--- src/fdw_pkg.sv ---
// Shared types and constants for the feature delta window block.
package fdw_pkg;

	localparam int CFG_ADDR_BITS = 4;
	localparam int CFG_DATA_BITS = 32;
	localparam int INDEX_BITS = 7;
	localparam int OUT_DEPTH = 4;
	localparam int OUT_PTR_BITS = $clog2(OUT_DEPTH);
	localparam int OUT_CNT_BITS = $clog2(OUT_DEPTH + 1);

	typedef enum logic [1:0] {
		REG_FRAME_WIDTH = 2'd0,
		REG_DELTA_WIDTH = 2'd1,
		REG_LEFT_REACH  = 2'd2,
		REG_RIGHT_REACH = 2'd3
	} reg_idx_t;

	localparam logic [7:0] FRAME_WIDTH_RESET = 8'd29;
	localparam logic [7:0] DELTA_WIDTH_RESET = 8'd29;
	localparam logic [2:0] LEFT_REACH_RESET  = 3'd2;
	localparam logic [2:0] RIGHT_REACH_RESET = 3'd2;

	typedef logic [INDEX_BITS-1:0] index_t;

	typedef struct packed {
		logic [7:0] frame_width;
		logic [7:0] delta_width;
		logic [2:0] left_reach;
		logic [2:0] right_reach;
	} cfg_t;

	typedef enum logic [1:0] {
		STEP_CENTER,
		STEP_NEAR,
		STEP_FAR_IN,
		STEP_FAR_OUT
	} read_step_t;

	typedef struct packed {
		logic       valid;
		read_step_t step;
	} tap_t;

	typedef struct packed {
		logic   produce;
		logic   delta_valid;
		logic   last_of_frame;
		index_t element_index;
	} meta_t;

endpackage

--- src/fdw_in_if.sv ---
// Input stream interface carrying one feature element per transaction.
interface fdw_in_if #(
	parameter int SAMPLE_BITS = 16
) ();
	logic                          valid;
	logic                          ready;
	logic signed [SAMPLE_BITS-1:0] sample_value;
	logic                          restart;

	modport source (output valid, output sample_value, output restart, input ready);
	modport sink (input valid, input sample_value, input restart, output ready);
endinterface

--- src/fdw_ctrl.sv ---
// Frame counters, history read sequencer and result credit tracking.
module fdw_ctrl #(
	parameter int MAX_FRAME_WIDTH = 128,
	parameter int MAX_HISTORY_FRAMES = 8,
	parameter int SAMPLE_BITS = 16,
	localparam int EW = $clog2(MAX_FRAME_WIDTH),
	localparam int SLB = $clog2(MAX_HISTORY_FRAMES),
	localparam int AW = SLB + EW
) (
	input  logic                   clk,
	input  logic                   arst_n,
	input  fdw_pkg::cfg_t          cfg,
	fdw_in_if.sink                 feat,
	input  logic                   out_fire,
	output logic                   rd_en,
	output logic [AW-1:0]          rd_addr,
	output logic                   wr_en,
	output logic [AW-1:0]          wr_addr,
	output logic [SAMPLE_BITS-1:0] wr_data,
	output fdw_pkg::tap_t          tap_s1,
	output fdw_pkg::meta_t         meta_s1,
	output logic [SAMPLE_BITS-1:0] x_s1
);

	localparam int FWB = $clog2(MAX_FRAME_WIDTH + 1);
	localparam int CW = (FWB > 8) ? FWB : 8;
	localparam int REACH_CAP = (MAX_HISTORY_FRAMES / 2 > 4) ? 4 : MAX_HISTORY_FRAMES / 2;
	localparam int STB = $clog2(MAX_HISTORY_FRAMES + 1);
	localparam int SCW = (STB > 4) ? STB : 4;
	localparam int DW = (SLB + 2 > 4) ? SLB + 2 : 4;

	logic [EW-1:0]                 elem_q;
	logic [SCW-1:0]                stored_q;
	logic [SLB-1:0]                slot_q;
	logic                          busy_q, busy_d;
	fdw_pkg::read_step_t           step_q, step_d;
	logic [fdw_pkg::OUT_CNT_BITS-1:0] credit_q;

	logic [SAMPLE_BITS-1:0]        x_q;
	logic [EW-1:0]                 eidx_q;
	logic [SLB-1:0]                slot_item_q;
	logic [3:0]                    span_q;
	logic [2:0]                    rr_q;
	fdw_pkg::meta_t                meta_q;

	logic [2:0]     lr, rr;
	logic [3:0]     span;
	logic [CW-1:0]  fw_raw, fw_eff, dw_raw, dw_eff, e_ext, e_clip, lo_bound;
	logic [EW-1:0]  e_idx;
	logic [SCW-1:0] stored_cur;
	logic [SLB-1:0] slot_inc;
	logic           last, dv, produce, accept, item_done;
	logic [3:0]     k;
	logic [DW-1:0]  back_sum;
	logic [SLB-1:0] back_slot;

	always_comb begin
		if (cfg.left_reach == 3'd0) begin
			lr = 3'd1;
		end else if (cfg.left_reach > 3'(REACH_CAP)) begin
			lr = 3'(REACH_CAP);
		end else begin
			lr = cfg.left_reach;
		end
		if (cfg.right_reach == 3'd0) begin
			rr = 3'd1;
		end else if (cfg.right_reach > 3'(REACH_CAP)) begin
			rr = 3'(REACH_CAP);
		end else begin
			rr = cfg.right_reach;
		end
		span = 4'(lr) + 4'(rr);
	end

	always_comb begin
		fw_raw = CW'(cfg.frame_width);
		if (fw_raw == '0) begin
			fw_eff = CW'(1);
		end else if (fw_raw > CW'(MAX_FRAME_WIDTH)) begin
			fw_eff = CW'(MAX_FRAME_WIDTH);
		end else begin
			fw_eff = fw_raw;
		end
		dw_raw     = CW'(cfg.delta_width);
		dw_eff     = (dw_raw > fw_eff) ? fw_eff : dw_raw;
		stored_cur = feat.restart ? '0 : stored_q;
		e_ext      = feat.restart ? '0 : CW'(elem_q);
		e_clip     = (e_ext >= fw_eff) ? fw_eff - CW'(1) : e_ext;
		e_idx      = e_clip[EW-1:0];
		last       = (e_clip == fw_eff - CW'(1));
		lo_bound   = fw_eff - dw_eff;
		dv         = (e_clip >= lo_bound);
		produce    = (stored_cur >= SCW'(span));
		slot_inc   = (slot_q == SLB'(MAX_HISTORY_FRAMES - 1)) ? '0 : slot_q + SLB'(1);
	end

	assign item_done  = busy_q && (step_q == fdw_pkg::STEP_FAR_OUT);
	assign feat.ready = (!busy_q || item_done) &&
		(credit_q < fdw_pkg::OUT_CNT_BITS'(fdw_pkg::OUT_DEPTH));
	assign accept     = feat.valid && feat.ready;

	always_comb begin
		busy_d = busy_q;
		step_d = step_q;
		if (accept) begin
			busy_d = 1'b1;
			step_d = fdw_pkg::STEP_CENTER;
		end else if (busy_q) begin
			unique case (step_q)
				fdw_pkg::STEP_CENTER:  step_d = fdw_pkg::STEP_NEAR;
				fdw_pkg::STEP_NEAR:    step_d = fdw_pkg::STEP_FAR_IN;
				fdw_pkg::STEP_FAR_IN:  step_d = fdw_pkg::STEP_FAR_OUT;
				fdw_pkg::STEP_FAR_OUT: busy_d = 1'b0;
			endcase
		end
	end

	always_comb begin
		unique case (step_q)
			fdw_pkg::STEP_CENTER:  k = 4'(rr_q);
			fdw_pkg::STEP_NEAR:    k = 4'd1;
			fdw_pkg::STEP_FAR_IN:  k = span_q - 4'd1;
			fdw_pkg::STEP_FAR_OUT: k = span_q;
		endcase
		back_sum  = DW'(slot_item_q) + DW'(MAX_HISTORY_FRAMES) - DW'(k);
		back_slot = (back_sum >= DW'(MAX_HISTORY_FRAMES)) ?
			SLB'(back_sum - DW'(MAX_HISTORY_FRAMES)) : SLB'(back_sum);
		rd_en     = busy_q;
		rd_addr   = {back_slot, eidx_q};
		wr_en     = item_done;
		wr_addr   = {slot_item_q, eidx_q};
		wr_data   = x_q;
	end

	always_ff @(posedge clk or negedge arst_n) begin
		if (!arst_n) begin
			elem_q       <= '0;
			stored_q     <= '0;
			slot_q       <= '0;
			busy_q       <= 1'b0;
			step_q       <= fdw_pkg::STEP_CENTER;
			credit_q     <= '0;
			tap_s1.valid <= 1'b0;
			tap_s1.step  <= fdw_pkg::STEP_CENTER;
		end else begin
			busy_q       <= busy_d;
			step_q       <= step_d;
			tap_s1.valid <= busy_q;
			tap_s1.step  <= step_q;
			if (accept) begin
				if (last) begin
					elem_q <= '0;
					slot_q <= slot_inc;
					stored_q <= (stored_cur < SCW'(MAX_HISTORY_FRAMES)) ?
						stored_cur + SCW'(1) : stored_cur;
				end else begin
					elem_q   <= e_idx + EW'(1);
					stored_q <= stored_cur;
				end
			end
			unique case ({accept && produce, out_fire})
				2'b10:   credit_q <= credit_q + fdw_pkg::OUT_CNT_BITS'(1);
				2'b01:   credit_q <= credit_q - fdw_pkg::OUT_CNT_BITS'(1);
				default: credit_q <= credit_q;
			endcase
		end
	end

	always_ff @(posedge clk) begin
		if (accept) begin
			x_q                  <= feat.sample_value;
			eidx_q               <= e_idx;
			slot_item_q          <= slot_q;
			span_q               <= span;
			rr_q                 <= rr;
			meta_q.produce       <= produce;
			meta_q.delta_valid   <= dv;
			meta_q.last_of_frame <= last;
			meta_q.element_index <= fdw_pkg::index_t'(e_idx);
		end
		if (item_done) begin
			meta_s1 <= meta_q;
			x_s1    <= x_q;
		end
	end

endmodule

--- src/flat_wrapper.sv ---
// flat-port wrapper written by rule: the top's interface ports become plain ports
module fdw_ctrl_flat 
#(
	parameter int MAX_FRAME_WIDTH = 128,
	parameter int MAX_HISTORY_FRAMES = 8,
	parameter int SAMPLE_BITS = 16,
	localparam int EW = $clog2(MAX_FRAME_WIDTH),
	localparam int SLB = $clog2(MAX_HISTORY_FRAMES),
	localparam int AW = SLB + EW
)
  (clk, arst_n, cfg, out_fire, rd_en, rd_addr, wr_en, wr_addr, wr_data, tap_s1, meta_s1, x_s1, feat_valid, feat_sample_value, feat_restart, feat_ready);
  fdw_in_if #(.SAMPLE_BITS(SAMPLE_BITS)) feat_i ();
  input  logic clk;
  input  logic arst_n;
  input  fdw_pkg::cfg_t cfg;
  input  logic out_fire;
  output logic rd_en;
  output logic [AW-1:0] rd_addr;
  output logic wr_en;
  output logic [AW-1:0] wr_addr;
  output logic [SAMPLE_BITS-1:0] wr_data;
  output fdw_pkg::tap_t tap_s1;
  output fdw_pkg::meta_t meta_s1;
  output logic [SAMPLE_BITS-1:0] x_s1;
  input wire logic [$bits(feat_i.valid)-1:0] feat_valid;
  input wire logic [$bits(feat_i.sample_value)-1:0] feat_sample_value;
  input wire logic [$bits(feat_i.restart)-1:0] feat_restart;
  output wire logic [$bits(feat_i.ready)-1:0] feat_ready;
  assign feat_i.valid = feat_valid;
  assign feat_i.sample_value = feat_sample_value;
  assign feat_i.restart = feat_restart;
  assign feat_ready = feat_i.ready;
  fdw_ctrl #(.MAX_FRAME_WIDTH(MAX_FRAME_WIDTH), .MAX_HISTORY_FRAMES(MAX_HISTORY_FRAMES), .SAMPLE_BITS(SAMPLE_BITS)) u_core (.clk(clk), .arst_n(arst_n), .cfg(cfg), .feat(feat_i), .out_fire(out_fire), .rd_en(rd_en), .rd_addr(rd_addr), .wr_en(wr_en), .wr_addr(wr_addr), .wr_data(wr_data), .tap_s1(tap_s1), .meta_s1(meta_s1), .x_s1(x_s1));
endmodule
--- config.mk ---
export PLATFORM = sky130hd
export DESIGN_NAME = fdw_ctrl_flat
export DESIGN_NICKNAME = d
export VERILOG_FILES = /design/src/fdw_pkg.sv /design/src/fdw_in_if.sv /design/src/fdw_ctrl.sv /design/src/flat_wrapper.sv
export SDC_FILE = /design/constraint.sdc
export NUM_CORES = 1
export LEC_CHECK = 0
export BUFFER_PORTS_ARGS = -buffer_cell sky130_fd_sc_hd__buf_4
export CORE_MARGIN = 2
export CORE_UTILIZATION = 50
export DETAILED_ROUTE_END_ITERATION = 12
export PLACE_DENSITY = 0.75
export SETUP_SLACK_MARGIN = 0.1
export SLEW_MARGIN = 5
export SYNTH_ARGS = -nofsm -noshare
export SYNTH_HDL_FRONTEND = slang
export SYNTH_SLANG_ARGS = --single-unit
--- constraint.sdc ---
create_clock -name clk -period 10.35 [get_ports clk]
set_input_delay 1.5525 -clock clk [delete_from_list [all_inputs] [get_ports clk]]
set_output_delay 1.5525 -clock clk [all_outputs]
set_load 0.01 [all_outputs]
**After elaboration in Yosys (flattened, before gate mapping)**

Index checks and enable logic that the tools add are counted.

- Add/sub/neg operators: 12
- Order comparisons: 10
- Equality and inequality tests: 7
- Mux-type cells: 23
- Reduce and logical (&&, ||, !) cells: 15

Operators with widths:

| operator | number |
|---|---|
| $mux W8 | 4 |
| $mux W3 | 6 |
| $ge A8 B8 Y1 | 2 |
| $pmux W4 S4 | 1 |
| $mux W7 | 2 |
| $mux W4 | 3 |
| $eq A8 B8 Y1 | 1 |
| $gt A8 B8 Y1 | 1 |
| $gt A8 B8 Y1 const B | 1 |
| $logic_not A8 Y1 | 1 |
| $sub A8 B1 Y8 const B | 1 |
| $sub A8 B8 Y8 | 1 |
| $add A7 B1 Y7 const B | 1 |
| $add A3 B1 Y3 const B | 2 |
| $eq A2 B2 Y1 const B | 3 |
| $gt A3 B3 Y1 const B | 2 |
| $logic_not A3 Y1 | 2 |
| $pmux W2 S3 | 1 |
| $pmux W3 S2 | 1 |
| $sub A3 B1 Y3 const B | 2 |
| $add A3 B4 Y5 const B | 1 |
| $ge A5 B4 Y1 const B | 1 |
| $sub A5 B4 Y5 | 1 |
| $add A3 B3 Y4 | 1 |
| other kinds (16) | 25 |

- Flip-flop bits (word level): 85
- Bits of input ports: 43
- Logic and storage cells: 88

**Longest topological paths before layout**

Gate-level depths: netlist of run 1.

- Depth after elaboration: 8
- Gate-level depth with buffers: 22
- Depth with buffers taken out: 21

**Worst setup path after synthesis of run 1**

OpenSTA, ideal clock, no wires.

- Path kind: in2reg
- Start point: input port cfg[21] (netlist name)
- End point: register u_core.meta_q[8] (netlist name), data pin
- Arrival time: 5.174 ns
- Setup slack: 4.914 ns
- Cell stages on the path: 19
- Buffers on the path: 1
- Path through: buf_6 nor2b_1 inv_1 ha_1 nor2b_1 o21a_1 o21a_1 o21ai_0 nand3b_1 nand2_1 mux2_2 fa_1 ha_1 a21o_1 a21o_1 a21o_1 a21o_1 a21oi_1 o21ai_0

- Cells in the longest elaborated chain, start to end: 7
- Elaborated cells on any way between the ends: 11
- Those cells by class: add/sub (2); order compare (4); mux (4); reduce/logical (1)

Ends and longest elaborated chain:

| what | line | source |
|---|---|---|
| from (decl) | flat_wrapper.sv:15 | `input fdw_pkg::cfg_t cfg;` |
| $gt A8 B8 Y1 | fdw_ctrl.sv:79 | `end else if (fw_raw > CW'(MAX_FRAME_WIDTH)) begin` |
| $mux W8 | fdw_ctrl.sv:79 |  |
| $mux W8 * | fdw_ctrl.sv:77 | `if (fw_raw == '0) begin` |
| $gt A8 B8 Y1 | fdw_ctrl.sv:85 | `dw_eff = (dw_raw > fw_eff) ? fw_eff : dw_raw;` |
| $mux W8 | fdw_ctrl.sv:85 |  |
| $sub A8 B8 Y8 | fdw_ctrl.sv:91 | `lo_bound = fw_eff - dw_eff;` |
| $ge A8 B8 Y1 * | fdw_ctrl.sv:92 | `dv = (e_clip >= lo_bound);` |
| named net u_core.dv | fdw_ctrl.sv:52 | `logic last, dv, produce, accept, item_done;` |
| to (decl) | fdw_ctrl.sv:44 | `fdw_pkg::meta_t meta_q;` |

The timed path passes the listed nets; every way through them passes the cells marked *.
A chain may end at the register's enable or synchronous reset.

**Worst setup path in the final report of run 1**

Same ends and word-level chain as after synthesis.

==> results of run 1 <==
metrics by stage:
stage	power, mW	hold slack, ns
2_1_floorplan	0.868	0.400
3_3_place_gp	1.04	0.401
3_5_place_dp	1.06	0.407
4_1_cts	1.29	0.433
5_1_grt	1.36	0.434
6_report	1.28	0.432
power groups by stage:
| stage | logic, mW | clock network [mW] | registers, mW |
|---|---|---|---|
| CTS | 0.531 | 0.228 | 0.527 |
| finish | 0.526 | 0.223 | 0.526 |
| global placement | 0.510 | 0 | 0.531 |
| global route | 0.586 | 0.240 | 0.537 |
| floorplan | 0.325 | 0 | 0.544 |
| detailed placement | 0.528 | 0 | 0.535 |
kinds of logic after synthesis:
logic type	share of synthesized area [%]
xor+xnor	4.51
flops	49.6
mux	3.66
fa+ha+maj	14.3
simple gates	10.5
buf+inv	5.99
other cells	0.0773
compound gates	11.4
worst max-delay path, cell delays in order:
cell and delay (ns):
buf_4 0.17, nor2b_1 0.29, inv_1 0.16, ha_1 0.32, nor2b_1 0.14, o21a_1 0.16, o21a_1 0.17, o21ai_0 0.19
nand3b_1 0.12, nand2_1 0.34, mux2i_1 0.27, ha_1 0.22, fa_1 0.43, ha_1 0.29, a21o_1 0.16, a21o_1 0.17
a21o_1 0.17, a21o_1 0.16, a21oi_1 0.12, o21ai_0 0.09
worst paths after layout:
check | startpoint | end | cells after the start
max | cfg[21] | u_core.meta_q[8] | 20
min | u_core.meta_q[9] | u_core.meta_s1[9] | 0
max reg2reg | u_core.elem_q[2] | u_core.meta_q[8] | 15
min reg2reg | u_core.meta_q[9] | u_core.meta_s1[9] | 0
max in group asynchronous | arst_n | u_core.stored_q[2] | 1
min in group asynchronous | arst_n | u_core.step_q[1] | 1
area by class of cell:
type | instances | share of cell area, %
Clock inverter | 7 | 1.19
Timing Repair Buffer | 112 | 14.3
Inverter | 34 | 2.17
Multi-Input combinational cell | 270 | 36.6
Tap cell | 129 | 2.74
Clock buffer | 9 | 2.10
Sequential cell | 84 | 40.9
metal layers:
metal	GRT usage, %	part of all wire [%]
met5	0	0
met4	5.54	1.2
met3	3.42	6.8
met2	33.3	47
met1	25.8	45
cell usage after synthesis, types with 2 or more instances:
| library cell | n | area share [%] |
|---|---|---|
| a21o_1 | 8 | 1.2 |
| inv_1 | 33 | 2.6 |
| or3_1 | 2 | 0.26 |
| fa_1 | 4 | 1.7 |
| a41o_1 | 2 | 0.41 |
| nand3_1 | 4 | 0.41 |
| mux2_4 | 3 | 0.93 |
| a32o_1 | 2 | 0.41 |
| buf_4 | 15 | 2.3 |
| ha_1 | 49 | 13 |
| nor3_1 | 4 | 0.41 |
| nor2_1 | 15 | 1.2 |
| a211oi_1 | 2 | 0.31 |
| xor2_1 | 12 | 2.2 |
| nand2b_1 | 7 | 0.90 |
| dfrtp_1 | 23 | 12 |
| o21ai_0 | 15 | 1.5 |
| buf_6 | 2 | 0.46 |
| nand2_1 | 26 | 2.0 |
| edfxtp_1 | 61 | 38 |
| o21ai_1 | 3 | 0.31 |
| and4b_1 | 2 | 0.41 |
| mux2_2 | 2 | 0.46 |
| a21oi_1 | 21 | 2.2 |
| xnor2_1 | 13 | 2.3 |
| o21a_1 | 6 | 0.93 |
| o31ai_1 | 4 | 0.62 |
| clkbuf_1 | 2 | 0.15 |
| nor2b_1 | 21 | 2.7 |
| mux2i_1 | 11 | 2.3 |
| and3_1 | 2 | 0.26 |
| a22oi_1 | 3 | 0.46 |
sequential cells by signal, indices dropped and copies added, names as in the netlist:
register,count
u_core.elem_q,7
u_core.x_s1,16
u_core.stored_q,4
u_core.credit_q,3
u_core.eidx_q,7
u_core.wr_data,16
u_core.span_q,3
u_core.slot_item_q,3
u_core.rd_en,1
u_core.tap_s1,3
u_core.slot_q,3
u_core.rr_q,3
u_core.meta_s1,10
u_core.step_q,2
u_core.meta_q,3
==> impl_metrics.yaml, run 1 <==
timing:
  hold_viol: 0
  finalSetupViolCount: 0
  worst_pin_slew_ns: 0.759
  post-route-min-period_ns: 5.61
  rsz0062_at_grt: "no"
  fin_crit_sh_pct: 54.2
  maxSlewViolCount: 0
  maxSlewHeadroom_pct: 49.3
  tns_ns: 0
  fin_skew_ns: 0.0129
  fin_ws_ns: 4.74
  timing.fmax_mhz: 178
worst_setup_path:
  worstPathRequired_ns: 10.45
  worstPathArrival_ns: 5.71
  endpoint_kind: "flip-flop"
  critPathLaunchType: "primary input"
  rrSetupSlack_ns: 6.12
  criticalPathCategory: "primary input to flip-flop"
  crit_fanout: 14
finish:
  multiInputGateArea_um2: 2150
  diodes: 0
  final_cell_count_no_fill: 645
  stdcell_area_um2: 5890
  final_cell_mix: "buf_4, edfxtp_1, ha_1"
  syn2layout_area_growth_pct: 21.4
  final_common_cell: "buf_4"
  drive_gt1_share_pct: 27.9
  final_util_pct: 63.1
  regArea_um2: 2410
  fill_cells: 767
  layout.nets: 607
floorplanning:
  die_y_um: 102
  dieArea_um2: 10500
  coreArea_um2: 9330
  start_util_pct: 52.0
  num_io_pins: 111
  rows: 35
  die_w_um: 102
clocking:
  cts_sinks: 84
  cts_tree: "done"
  post_cts_resized: 0
  root_buffer: "clkbuf_8"
  ctsHoldBuffers: 0
  cts_max_level: 3
  post_cts.repair.setup_buffers: 0
  clk_latency_ns: 0.35
  clkTransAtPathRegs_ns: 0.09
  cts_buffers: 9
  clock_path_buffers: 2
synth:
  synth.distinct_cells: 62
  seq_area_frac_synth_pct: 49.6
  syn_nets: 505
  ys_async_sr_fraction_pct: 27.4
  synth-edff-count: 61
  synth_area_um2: 4850
  synth_seq_cells: 84
  avgSynthCellArea_um2: 11.9
  syn_inst: 409
  ys.flop_type: "edfxtp_1"
  ys_warn_count: 0
hold_path:
  hold_class: "flip-flop to flip-flop"
detailed_routing:
  viasPerCell: 5.26
  wl_per_cell_um: 15.5
  firstDrtPassIters: 4
  vias: 3395
  drt_iter0_drc: 124
  ant_nets: 0
  drc: 0
  drt-total-wl_um: 10000
pwr:
  switching_share_pct: 36.3
  power_switching_mw: 0.464
  p_leak_nw: 2.67
  p_int_mw: 0.812
  ir_drop_v: 0.0000891
  combPwrFrac_pct: 41.3
  p_per_area_nw_per_um2: 217
  p_seq_share_pct: 41.2
  clockPowerShare_pct: 17.5
placement:
  place_area_um2: 5690
  gp_congestion: 0.903
  dp_cells: 629
  post-place-ws_ns: 4.38
  hpwl_um: 7830
  io_buffers: 110
global_route:
  globalRoute.totalOverflow: 0
  grt_pass1_wl_um: 15800
  antenna_found_initial: 0
  grt_pass1_vias: 3260
  grt_use_total_pct: 19.6
  grt_max_degree: 44
job:
  cap_viol_max_count: 0
outcome:
  status: "complete, no violations"
Power figures use the tool's default switching activity.
==> run 2, diff against run 1 <==
--- a/config.mk
+++ b/config.mk
@@ -5,11 +5,12 @@
 export SDC_FILE = /design/constraint.sdc
 export NUM_CORES = 1
 export LEC_CHECK = 0
+export ABC_AREA = 1
 export BUFFER_PORTS_ARGS = -buffer_cell sky130_fd_sc_hd__buf_4
 export CORE_MARGIN = 2
 export CORE_UTILIZATION = 50
 export DETAILED_ROUTE_END_ITERATION = 12
-export PLACE_DENSITY = 0.75
+export PLACE_DENSITY = 0.74
 export SETUP_SLACK_MARGIN = 0.1
 export SLEW_MARGIN = 5
 export SYNTH_ARGS = -nofsm -noshare
==> constraint.sdc (replaced) <==
create_clock -name clk -period 5.4 [get_ports clk]
set_input_delay 0.81 -clock clk [delete_from_list [all_inputs] [get_ports clk]]
set_output_delay 0.81 -clock clk [all_outputs]
set_load 0.01 [all_outputs]
==> run 2 against run 1 <==
Effect of this change: area after synthesis grew 6.1%; flip-flop and latch count stayed put; combinational power increased by 120%; sequential share of layout area decreased by 1.9 points; clock-buffer cell count grew 2; first-iteration DRC count rose by 67%; power grew 96%.
==> impl_metrics.yaml, run 2 <==
timing:
  maxSlewHeadroom_pct: 60.6
  rsz0062_at_grt: "no"
  post-route-min-period_ns: 4.67
  finalSetupViolCount: 0
  whs_ns: 0.352
  fin_skew_ns: 0.00899
  fin_crit_sh_pct: 86.4
  maxSlewViolCount: 0
  fin_ws_ns: 0.733
  hold_viol: 0
  tns_ns: 0
  timing.fmax_mhz: 214
  worst_pin_slew_ns: 0.591
synth:
  ys.flop_type: "edfxtp_1"
  synth_seq_cells: 84
  synth_common_cells: "nand2_1, inv_1, edfxtp_1"
  yosys.area.top_type_share_pct: 35.6
  synth-edff-count: 61
  yosys-top-cells-area: "edfxtp_1, ha_1, dfrtp_1"
  ys_async_sr_fraction_pct: 27.4
  synth_area_um2: 5140
  syn_nets: 641
  yosysTopAreaCell: "edfxtp_1"
  synth_most_common_cell: "nand2_1"
  avgSynthCellArea_um2: 9.44
  syn_inst: 545
  ys_warn_count: 0
  synth.distinct_cells: 41
  seq_area_frac_synth_pct: 46.8
worst_setup_path:
  critPathLaunchType: "primary input"
  rrSetupSlack_ns: 2.37
  criticalPathCategory: "primary input to flip-flop"
  r2r_end: "u_core.meta_q[8]"
  crit_fanout: 12
  critical-path-slowest-cell: "o21ai_0"
  worstPathRequired_ns: 5.48
  critPathMaxStageDelay_ns: 0.37
  worstPathArrival_ns: 4.74
  endpoint_kind: "flip-flop"
  reg2reg_depth: 14
  crit_path_frequent_cell: "nand2_1"
  cp-startpoint: "cfg[21]"
  r2r-start: "u_core.elem_q[6]"
detailed_routing:
  viasPerCell: 4.98
  firstDrtPassIters: 5
  vias: 3931
  wl_per_cell_um: 13.0
  drt-total-wl_um: 10300
  drt_iter0_drc: 207
  ant_nets: 0
  drc: 0
clocking:
  clk_latency_ns: 0.34
  ctsHoldBuffers: 0
  clkTransAtPathRegs_ns: 0.08
  cts_buffers: 9
  post_cts.repair.setup_buffers: 0
  root_buffer: "clkbuf_8"
  post_cts_resized: 0
  cts_sinks: 84
  cts_max_level: 3
  clock_path_buffers: 2
  cts_tree: "done"
pwr:
  p_seq_share_pct: 39.7
  p_per_area_nw_per_um2: 405
  power_switching_mw: 0.965
  p_int_mw: 1.53
  switching_share_pct: 38.6
  ir_drop_v: 0.000256
  clockPowerShare_pct: 14.8
  p_leak_nw: 3.05
  combPwrFrac_pct: 45.5
hold_path:
  hold_class: "primary input to asynchronous set/reset pin"
global_route:
  grt_pass1_vias: 3696
  antenna_found_initial: 0
  grt_pass1_wl_um: 17100
  globalRoute.totalOverflow: 0
  grt_max_degree: 48
  grt_use_total_pct: 19.2
floorplanning:
  die_w_um: 105
  dieArea_um2: 11100
  rows: 37
  start_util_pct: 50.7
  coreArea_um2: 10100
  num_io_pins: 111
  die_y_um: 105
placement:
  io_buffers: 110
  place_area_um2: 6010
  gp_congestion: 0.866
  post-place-ws_ns: 0.355
  hpwl_um: 8230
finish:
  syn2layout_area_growth_pct: 20.0
  final_common_cell: "buf_4"
  drive_gt1_share_pct: 25.4
  layout.nets: 744
  stdcell_area_um2: 6170
  diodes: 0
  final_cell_mix: "buf_4, nand2_1, inv_1"
  fill_cells: 864
job:
  cap_viol_max_count: 0
outcome:
  status: "complete, no violations"
[run 2: changes by cell type in the layout (fill, tap and decap cells not counted), sizes merged, moves of 11 or more]
cell   before  now
inv        36   92
mux2i      11    0
nand2      27  119
nand3       4   21
nand4       1   13
nor2       16   51
nor2b      22    0
o21ai      18   33
[run 2: cell type report]
type	instances	area [µm²]	share of cell area, %
clock buffer	11	131	2.13
tap	136	170	2.76
inverter	92	355	5.76
sequential	84	2410	39.0
multi-input combinational	349	2240	36.3
clock inverter	5	28.8	0.466
timing repair buffer	112	841	13.6
[run 2: cells by family after synthesis]
| group | count (synthesis) | share of synthesized area [%] |
|---|---|---|
| AO/OA/AOI/OAI | 67 | 7.47 |
| XOR/XNOR | 19 | 3.53 |
| adder cells (fa/ha/maj) | 53 | 13.5 |
| buffers and inverters | 112 | 9.68 |
| flip-flops | 84 | 46.8 |
| other | 1 | 0.0729 |
| AND/OR/NAND/NOR | 209 | 19.0 |
[run 2: power groups by stage]
stage	logic (mW)	clock network, mW	registers (mW)
after global routing	1.28	0.407	1.01
final	1.14	0.369	0.993
after floorplan	0.734	0	1.02
after global placement	1.10	0	0.998
after CTS	1.14	0.385	0.994
after detailed placement	1.14	0	1.01
[run 2: worst max path at each step]
| stage | endpoint | slack (ns) | cells past startpoint |
|---|---|---|---|
| floorplan | u_core.meta_q[8] | 1.00 | 29 |
| global placement | u_core.meta_q[8] | 0.67 | 31 |
| detailed placement | u_core.meta_q[8] | 0.35 | 30 |
| CTS | u_core.meta_q[8] | 0.74 | 30 |
| global route | u_core.meta_q[8] | 0.21 | 31 |
| finish | u_core.meta_q[8] | 0.73 | 30 |
[run 2: through the flow]
stage / instances / total power [mW] / utilization, %
4_1_cts: 789 / 2.52 / 60.9
3_3_place_gp: 773 / 2.10 / 59.3
5_1_grt: 789 / 2.70 / 60.9
6_report: 789 / 2.50 / 60.9
2_1_floorplan: 545 / 1.76 / -
3_5_place_dp: 773 / 2.15 / 59.3
[run 2: worst max-delay path: cells and delay by family]
family,cells,cell delay (ns)
fa+ha+maj,3,0.77
xor+xnor,1,0.14
compound gates,9,1.44
simple gates,12,1.04
buf+inv,5,0.51
[run 2: per-layer routing]
metal	vias to the layer above	track usage, %	wire, µm
li1	1982	-	-
met1	1809	25.1	4600
met2	132	32.9	4980
met3	8	3.77	582
met4	0	4.29	90
met5	-	0	0
==> run 3, diff against run 2 <==
--- a/config.mk
+++ b/config.mk
@@ -5,12 +5,13 @@
 export SDC_FILE = /design/constraint.sdc
 export NUM_CORES = 1
 export LEC_CHECK = 0
-export ABC_AREA = 1
+export ABC_AREA = 0
 export BUFFER_PORTS_ARGS = -buffer_cell sky130_fd_sc_hd__buf_4
 export CORE_MARGIN = 2
 export CORE_UTILIZATION = 50
+export CTS_CLUSTER_SIZE = 10
 export DETAILED_ROUTE_END_ITERATION = 12
-export PLACE_DENSITY = 0.74
+export PLACE_DENSITY = 0.75
 export SETUP_SLACK_MARGIN = 0.1
 export SLEW_MARGIN = 5
 export SYNTH_ARGS = -nofsm -noshare
==> run 3 against run 2 <==
Effect of this change: clock skew is 0.0048 ns higher; register-to-register slack worse by 0.67 ns; clock-buffer cell count is 2 lower; die area is 5.5% lower; first-iteration DRC count is 57% lower; sequential power hardly changed; design area is 3.5% lower; global-route usage is 0.15 points higher; sequential share of layout area is 1.4 points higher; power is 0.75% higher; via count is 13% lower; critical endpoint unchanged; largest power group is now sequential cells; highest routed layer unchanged.
==> impl_metrics.yaml, run 3 (synthesized netlist as in run 1, its figures left out) <==
outcome:
  status: "complete, no violations"
worst_setup_path:
  critPathMaxStageDelay_ns: 0.32
  worstPathRequired_ns: 5.48
  crit_path_frequent_cell: "o21ai_0"
  path_cells: "buf_4 > nor2b_1 > inv_1 > ha_1 > nor2b_1 > o21a_1 > o21a_1 > o21ai_0 > nand3b_1 > nand2_1 > mux2i_1 > ha_1 > nor2b_1 > o21ai_0 > a21boi_0 > o21a_1 > nor2_1 > o21ai_0 > xor2_1 > ha_1 > a21oi_1 > o21ai_0"
  crit_fanout: 14
  cp-startpoint: "cfg[21]"
  reg2reg_depth: 17
  r2r_end: "u_core.meta_q[8]"
  endpoint_kind: "flip-flop"
  criticalPathCategory: "primary input to flip-flop"
  worst-path-buf-inv: 2
  critical_path.top_delay_family: "compound AO/OA/AOI/OAI gates"
  critPathLaunchType: "primary input"
  r2r-start: "u_core.elem_q[4]"
  worstPathArrival_ns: 4.72
  critical-path-slowest-cell: "ha_1"
  rrSetupSlack_ns: 1.70
timing:
  fin_crit_sh_pct: 85.9
  hold_viol: 0
  finalSetupViolCount: 0
  whs_ns: 0.351
  worst_pin_slew_ns: 0.621
  rsz0062_at_grt: "no"
  maxSlewViolCount: 0
  maxSlewHeadroom_pct: 58.1
  post-route-min-period_ns: 4.64
  timing.fmax_mhz: 216
  fin_skew_ns: 0.0138
  tns_ns: 0
finish:
  diodes: 0
  drive_gt1_share_pct: 28.6
  stdcell_area_um2: 5960
  final_cell_mix: "buf_4, edfxtp_1, ha_1"
  fill_cells: 731
  final_common_cell: "buf_4"
  syn2layout_area_growth_pct: 22.8
  layout.nets: 612
global_route:
  grt_max_degree: 44
  grt_util_met2_pct: 32.8
  antenna_found_initial: 0
  grt_pass1_wl_um: 15700
  grt_pass1_vias: 3278
  globalRoute.totalOverflow: 0
  grt_util_met1_pct: 26.0
  gr-max-usage-layer: "met2"
  grt_use_total_pct: 19.3
  met3_usage_pct: 3.08
detailed_routing:
  wl_per_cell_um: 15.1
  drc: 0
  viasPerCell: 5.24
  vias: 3406
  drt_iter0_drc: 90
  drt-total-wl_um: 9840
  firstDrtPassIters: 4
  ant_nets: 0
job:
  cap_viol_max_count: 0
hold_path:
  hold_class: "primary input to asynchronous set/reset pin"
clocking:
  root_buffer: "clkbuf_8"
  cts_max_level: 3
  ctsHoldBuffers: 0
  post_cts_resized: 0
  clock_path_buffers: 2
  clk_latency_ns: 0.34
  cts_sinks: 84
  cts_tree: "done"
  post_cts.repair.setup_buffers: 0
  cts_buffers: 9
  clkTransAtPathRegs_ns: 0.09
floorplanning:
  coreArea_um2: 9330
  die_y_um: 102
  start_util_pct: 52.0
  rows: 35
  num_io_pins: 111
  die_w_um: 102
  dieArea_um2: 10500
pwr:
  p_seq_share_pct: 40.1
  clockPowerShare_pct: 19.8
  power_switching_mw: 0.865
  p_per_area_nw_per_um2: 423
  p_int_mw: 1.65
  switching_share_pct: 34.4
  ir_drop_v: 0.000167
  p_leak_nw: 2.72
  combPwrFrac_pct: 40.1
  power.total_mw: 2.52
placement:
  hpwl_um: 7830
  gp_congestion: 0.911
  place_area_um2: 5730
  io_buffers: 110
==> run 3: routing by layer <==
layer	wire (µm)	part of all wire, %	vias up
li1	-	-	1664
met1	4270	43	1619
met2	4800	49	119
met3	701	7.1	4
met4	61	0.62	0
met5	0	0	-
==> run 3: layout make-up <==
| type | count | area (µm²) | area share [%] |
|---|---|---|---|
| clock inverters | 7 | 103 | 1.72 |
| repair buffers | 117 | 878 | 14.7 |
| clock buffers | 9 | 124 | 2.08 |
| flip-flops and latches | 84 | 2410 | 40.4 |
| multi-input cells | 270 | 2150 | 36.2 |
| inverters | 34 | 128 | 2.14 |
| well taps | 129 | 161 | 2.71 |
==> run 3: worst max path at each step <==
stage	endpoint	slack, ns	depth (start not counted)
finish	u_core.meta_q[8]	0.76	22
global route	u_core.meta_q[8]	0.35	22
CTS	u_core.meta_q[8]	0.77	22
detailed placement	u_core.meta_q[8]	0.42	22
global placement	u_core.meta_q[8]	0.58	19
floorplan	u_core.meta_q[8]	0.71	19
==> run 3: metrics by stage <==
step | utilization [%] | worst slack, ns | cells
floorplan | - | 0.706 | 409
global placement | 61.4 | 0.582 | 634
detailed placement | 61.4 | 0.420 | 634
CTS | 63.8 | 0.771 | 650
global route | 63.8 | 0.355 | 650
finish | 63.8 | 0.761 | 650
==> run 3: power by group through the flow <==
stage	logic, mW	clock network, mW	registers [mW]
floorplan	0.622	0	1.04
global placement	0.988	0	1.02
detailed placement	1.02	0	1.02
CTS	1.02	0.514	1.01
global route	1.14	0.540	1.03
finish	1.01	0.499	1.01
